## src/sv/aws_pkg.sv

```systemverilog
`default_nettype none
package aws_pkg;
    localparam int unsigned MaxItems = 16;
    localparam int unsigned WordW = 32;
    typedef logic [WordW-1:0] t_word;
endpackage
`default_nettype wire

```

## src/sv/aws_front.sv

```systemverilog
`default_nettype none
// Collects one set into the store; on the closing item, hands the set to the back end.
module aws_front #(
    parameter int unsigned MAX_ITEMS = aws_pkg::MaxItems,
    localparam int unsigned IdxW = $clog2(MAX_ITEMS),
    localparam int unsigned CntW = $clog2(MAX_ITEMS + 1)
) (
    input  wire logic             i_clk,
    input  wire logic             i_rst_n,
    input  wire logic             i_valid,
    output logic                  o_ready,
    input  wire aws_pkg::t_word   i_word,
    input  wire logic             i_last,
    output logic                  o_we,
    output logic [IdxW-1:0]       o_waddr,
    output aws_pkg::t_word        o_wdata,
    output logic                  o_done,
    output logic [CntW-1:0]       o_count,
    input  wire logic             i_back_busy
);
    logic [CntW-1:0] r_cnt;
    logic            fire;
    logic [CntW-1:0] n_cnt;

    assign o_ready = !i_back_busy;
    assign fire    = i_valid && o_ready;
    assign n_cnt   = r_cnt + CntW'(1);
    assign o_we    = fire;
    assign o_waddr = r_cnt[IdxW-1:0];
    assign o_wdata = i_word;
    assign o_done  = fire && (i_last || n_cnt == CntW'(MAX_ITEMS));
    assign o_count = n_cnt;

    always_ff @(posedge i_clk) begin
        if (!i_rst_n) begin
            r_cnt <= '0;
        end else if (fire) begin
            r_cnt <= o_done ? '0 : n_cnt;
        end
    end
endmodule
`default_nettype wire

```

## src/sv/aws_back.sv

```systemverilog
`default_nettype none
// Selection sort over the store: each pass scans for the minimum, swaps it forward, emits it.
module aws_back #(
    parameter int unsigned MAX_ITEMS = aws_pkg::MaxItems,
    localparam int unsigned IdxW = $clog2(MAX_ITEMS),
    localparam int unsigned CntW = $clog2(MAX_ITEMS + 1)
) (
    input  wire logic             i_clk,
    input  wire logic             i_rst_n,
    input  wire logic             i_we,
    input  wire logic [IdxW-1:0]  i_waddr,
    input  wire aws_pkg::t_word   i_wdata,
    input  wire logic             i_start,
    input  wire logic [CntW-1:0]  i_count,
    output logic                  o_busy,
    output logic                  o_tvalid,
    input  wire logic             i_tready,
    output aws_pkg::t_word        o_word,
    output logic                  o_last
);
    typedef enum logic [1:0] {S_IDLE, S_SCAN, S_SWAP, S_OUT} t_state;

    aws_pkg::t_word  r_mem [MAX_ITEMS];
    t_state          r_state;
    logic [CntW-1:0] r_n, r_base, r_scan;
    logic [IdxW-1:0] r_minidx;
    aws_pkg::t_word  r_min, r_word;
    logic            r_last, r_valid;
    aws_pkg::t_word  rd;

    assign rd       = r_mem[r_scan[IdxW-1:0]];
    assign o_busy   = (r_state != S_IDLE) || r_valid;
    assign o_tvalid = r_valid;
    assign o_word   = r_word;
    assign o_last   = r_last;

    always_ff @(posedge i_clk) begin
        if (i_we) r_mem[i_waddr] <= i_wdata;
        else if (r_state == S_SWAP) begin
            if (r_minidx != r_base[IdxW-1:0]) r_mem[r_minidx] <= r_mem[r_base[IdxW-1:0]];
            r_mem[r_base[IdxW-1:0]] <= r_min;
        end
    end

    always_ff @(posedge i_clk) begin
        if (!i_rst_n) begin
            r_state <= S_IDLE;
            r_valid <= 1'b0;
        end else begin
            if (r_valid && i_tready && (r_state != S_OUT)) r_valid <= 1'b0;
            case (r_state)
                S_IDLE: if (i_start) begin
                    r_n     <= i_count;
                    r_base  <= '0;
                    r_scan  <= '0;
                    r_min   <= '1;
                    r_state <= S_SCAN;
                end
                S_SCAN: begin
                    if (r_scan == r_base || rd < r_min) begin
                        r_min    <= rd;
                        r_minidx <= r_scan[IdxW-1:0];
                    end
                    if (r_scan + CntW'(1) == r_n) r_state <= S_SWAP;
                    else r_scan <= r_scan + CntW'(1);
                end
                S_SWAP: r_state <= S_OUT;
                S_OUT: if (!r_valid || i_tready) begin
                    r_valid <= 1'b1;
                    r_word  <= r_min;
                    r_last  <= (r_base + CntW'(1) == r_n);
                    if (r_base + CntW'(1) == r_n) r_state <= S_IDLE;
                    else begin
                        r_base  <= r_base + CntW'(1);
                        r_scan  <= r_base + CntW'(1);
                        r_state <= S_SCAN;
                    end
                end
                default: r_state <= S_IDLE;
            endcase
        end
    end
endmodule
`default_nettype wire

```

## src/sv/ascending_word_sorter_top.sv

```systemverilog
`default_nettype none
// Sorts a set of up to MAX_ITEMS 32-bit unsigned words into ascending order. Words are taken
// one per cycle while loading; the set closes on tlast or when the store fills. Each output
// word then takes a selection scan over the single store read port; input stalls until the
// last sorted word is taken.
module ascending_word_sorter_top #(
    parameter int unsigned MAX_ITEMS = aws_pkg::MaxItems
) (
    input  wire logic        i_clk,
    input  wire logic        i_rst_n,
    input  wire logic        s_axis_tvalid,
    output logic             s_axis_tready,
    input  wire logic [31:0] s_axis_tdata,   // word_in
    input  wire logic        s_axis_tlast,
    output logic             m_axis_tvalid,
    input  wire logic        m_axis_tready,
    output logic [31:0]      m_axis_tdata,   // word_out
    output logic             m_axis_tlast
);
    localparam int unsigned IdxW = $clog2(MAX_ITEMS);
    localparam int unsigned CntW = $clog2(MAX_ITEMS + 1);
    logic            we, done, busy;
    logic [IdxW-1:0] waddr;
    aws_pkg::t_word  wdata;
    logic [CntW-1:0] cnt;

    aws_front #(.MAX_ITEMS(MAX_ITEMS)) u_front (
        .i_clk, .i_rst_n, .i_valid(s_axis_tvalid), .o_ready(s_axis_tready),
        .i_word(s_axis_tdata), .i_last(s_axis_tlast), .o_we(we), .o_waddr(waddr),
        .o_wdata(wdata), .o_done(done), .o_count(cnt), .i_back_busy(busy)
    );
    aws_back #(.MAX_ITEMS(MAX_ITEMS)) u_back (
        .i_clk, .i_rst_n, .i_we(we), .i_waddr(waddr), .i_wdata(wdata), .i_start(done),
        .i_count(cnt), .o_busy(busy), .o_tvalid(m_axis_tvalid), .i_tready(m_axis_tready),
        .o_word(m_axis_tdata), .o_last(m_axis_tlast)
    );
endmodule
`default_nettype wire
```

## config.mk

```make
export PLATFORM = sky130hd
export DESIGN_NAME = ascending_word_sorter_top
export DESIGN_NICKNAME = d
export VERILOG_FILES = /design/src/sv/aws_pkg.sv /design/src/sv/aws_front.sv /design/src/sv/aws_back.sv /design/src/sv/ascending_word_sorter_top.sv
export SDC_FILE = /design/constraint.sdc
export NUM_CORES = 1
export LEC_CHECK = 0
export BUFFER_PORTS_ARGS = -buffer_cell sky130_fd_sc_hd__buf_2
export CORE_AREA = 2 2 326 199
export CTS_CLUSTER_DIAMETER = 120
export DETAILED_ROUTE_END_ITERATION = 12
export DIE_AREA = 0 0 328 201
export PLACE_DENSITY = 0.82
export SYNTH_ARGS = -nofsm -noshare
export SYNTH_HDL_FRONTEND = slang
export SYNTH_SLANG_ARGS = --single-unit
```

## constraint.sdc

```tcl
create_clock -name i_clk -period 16 [get_ports i_clk]
set_clock_uncertainty 0.1 [all_clocks]
set_input_delay 0.8 -clock i_clk [delete_from_list [all_inputs] [get_ports i_clk]]
set_output_delay 0.8 -clock i_clk [all_outputs]
set_load 0.01 [all_outputs]
```

==> metrics.txt <==
WL final between 100000 and 150000 µm; TritonCTS buffer count 55; number of global-route vias before repair 23.8k; post-layout util 58.3%; max-slew violations 0; Routability Congestion ~0.9; Max IR drop VDD between 0.08 and 0.09 mV; global-route wire length before repair 151000 µm; Crit Path Max Fanout 52; Post-CTS Hold Buffers 0; CTS H-tree lvls 2; Initial Util about 54%; Row Count 72; Total GRT Usage 31.2%; hold_sp i_rst_n; Synth top area share 52.0%; ANT cells 0; outcome complete, no violations; largest net degree at the start of global routing 105; Clk pin slew, worst setup/hold paths 0.07 ns; Buf/Inv on CP 2; hold crit path type in -> reg; Mean Syn Cell Area 13.0 µm²; maxcap violations 0; Tmin final 6.43 ns; Seq/Total Area, Yosys 53.0%; Sequential Area 18200 µm²; clk root buf clkbuf_16; WP depth 10; post-synth top area cell edfxtp_1; path type of the worst setup path reg -> reg; CTS tree built; clk buf depth 3; Hold EP u_back.r_state[0]; Worst Path Arrival 6.62 ns; Die Ht 201 µm; YS warnings 0; die area 65900 µm²; critical path launch point type flip-flop; ranking of synthesized cells by area edfxtp_1, mux4_2, a21oi_1; Worst path slowest cell buf_4; Antenna Nets Post-Route 0; multi-input logic area 15000 µm²; share of layout cells above drive strength 1 between 20% and 30%; DP Wirelength 56800 µm; WP data required 16.19 ns; final period utilization 40.2%; FILL cells 4664; IO Port Bufs 71; chip width 328 µm; WL/cell 30.3 µm; Initial DRC Count about 4.7k; Final Hold Fails 0; worst skew pair latency roughly 0.62 ns; # Post-CTS Setup Buffers 0; initial antenna violation count 0; CTS sink count just over 600; DRC 0; endpoint class of the critical path flip-flop; leak pwr 11.9 nW; I/O Pins 72; Min-Delay Path Depth 3; ys async rst share 0%; Worst R2R End u_back.r_min[17]; # setup viols final 0; unrepaired setup endpoints after global routing no; register bit total from synthesis 612; setup TNS 0 ns; mapped cell area 34400 µm²; Synth cell types between 60 and 70; synthesized instance count approximately 2.6k; Max-slew headroom 22.3%; most frequent cells in the layout edfxtp_1, nor2_1, a21oi_1, mux4_2, buf_2; number of synthesized flops with an enable pin 596; worst reg-to-reg setup slack 9.57 ns; Post-CTS Resized 0; Layout Nets roughly 2.6k; Max Clk Rate 0.156 GHz; Power Density between 100 and 150 nW/µm²; top_reg_cell synth edfxtp_1; most common cell after layout, fill and taps aside edfxtp_1; slowest cell delay on critical path 0.98 ns; Mapped Nets 2717; core area about 63000 µm²; gr ovfl total 0; Layout area overhead 7.34%; worst path cell trace buf_4, mux4_2, mux4_2, ha_1, nand4_1, nor4_1, o21ai_0, o41ai_1, a211oi_4, buf_4; DR pass1 iterations 8; CP delay by family, top buffers and inverters; Worst R2R Path Depth 10; Worst Tran Pin Value around 1.2 ns; vias per cell 7.15; via count roughly 24k
## worst min-delay path, stage by stage
cell and delay, ns:
buf_2 0.13, nand2_1 0.07, o2bb2ai_1 0.06
## power by group
group / switching (mW) / internal [mW] / total, mW / leakage (nW)
clock: 0.622 / 0.711 / 1.33 / 0.851
sequential: 0.160 / 1.88 / 2.04 / 5.48
combinational: 0.590 / 0.549 / 1.14 / 5.57
## Yosys cell counts (2+ instances only)
cell type    n
buf_4       36
mux4_2     319
xnor3_1      2
a31oi_1      6
ha_1        43
inv_1       47
mux2_2       4
o211ai_1     2
nand3_1     25
buf_2       32
o2111ai_1    2
mux2i_1      8
clkbuf_1   217
o21ai_0     21
xor2_1      11
xnor2_1     14
nor2_1     528
o21a_1       5
and3_1       4
buf_1       11
a21o_1       5
a32oi_1      2
nor3b_1      2
nor2b_1      7
mux2_4       4
edfxtp_1   596
a211oi_1     4
dfxtp_1     16
nand2b_1    34
buf_6        3
nand4_1      8
a21oi_1    528
and2_1       5
nand2_1     17
mux2i_4     32
nor3_1       9
o22ai_1      2
o2bb2ai_1    2
clkinv_1     2
## sequential cells by signal, summed over array words and instances, names as in the netlist, named ones only
| register | cells |
|---|---|
| u_back.o_last | 1 |
| u_back.o_tvalid | 1 |
| u_back.o_word | 32 |
| u_back.r_base | 5 |
| u_back.r_mem | 512 |
| u_back.r_min | 32 |
| u_back.r_minidx | 4 |
| u_back.r_n | 5 |
| u_back.r_scan | 5 |
| u_back.r_state | 2 |
| u_front.r_cnt | 5 |
## stage by stage
step	setup WS, ns	hold slack, ns	power (mW)	area [µm²]	std cells
floorplan	9.78	0.324	2.86	34400	2637
detailed placement	9.62	0.436	3.18	35200	3302
finish	9.57	0.391	4.51	36900	3403
global placement	9.73	0.400	3.12	35200	3302
global route	9.29	0.404	4.63	36900	3403
CTS	9.57	0.363	4.48	36900	3403
## logic make-up (layout without fill, tap and decap cells)
group,Yosys count,count (layout),synth area share [%]
simple gates,646,646,7.72
flops,612,612,53.0
buf+inv,348,263,4.37
compound gates,593,593,9.03
fa+ha+maj,43,43,1.56
xor+xnor,28,28,0.837
mux,367,367,23.5
## layout make-up
class | count | share of cell area (%)
tap | 851 | 2.88
clock buffer | 64 | 3.93
clock inverter | 37 | 0.739
sequential | 612 | 49.4
inverter | 49 | 0.498
timing repair buffer | 113 | 1.85
multi-input combinational | 1677 | 40.7
## layer usage
metal	global-route usage (%)	part of all wire (%)	vias to the layer above
met5	0	0	-
met4	10.9	3.9	0
met3	11.2	18	348
met2	46.0	44	2392
met1	43.2	34	11800
li1	-	-	9767
## worst max-delay path by stage
stage | startpoint | endpoint | slack [ns]
finish | flip-flop | u_back.r_min[17] | 9.57
detailed placement | flip-flop | u_back.r_min[19] | 9.62
global route | flip-flop | u_back.r_min[18] | 9.29
global placement | flip-flop | u_back.r_min[16] | 9.73
CTS | flip-flop | u_back.r_min[17] | 9.57
floorplan | flip-flop | u_back.r_min[0] | 9.78
Note: power is estimated with default switching activity, not from simulation.
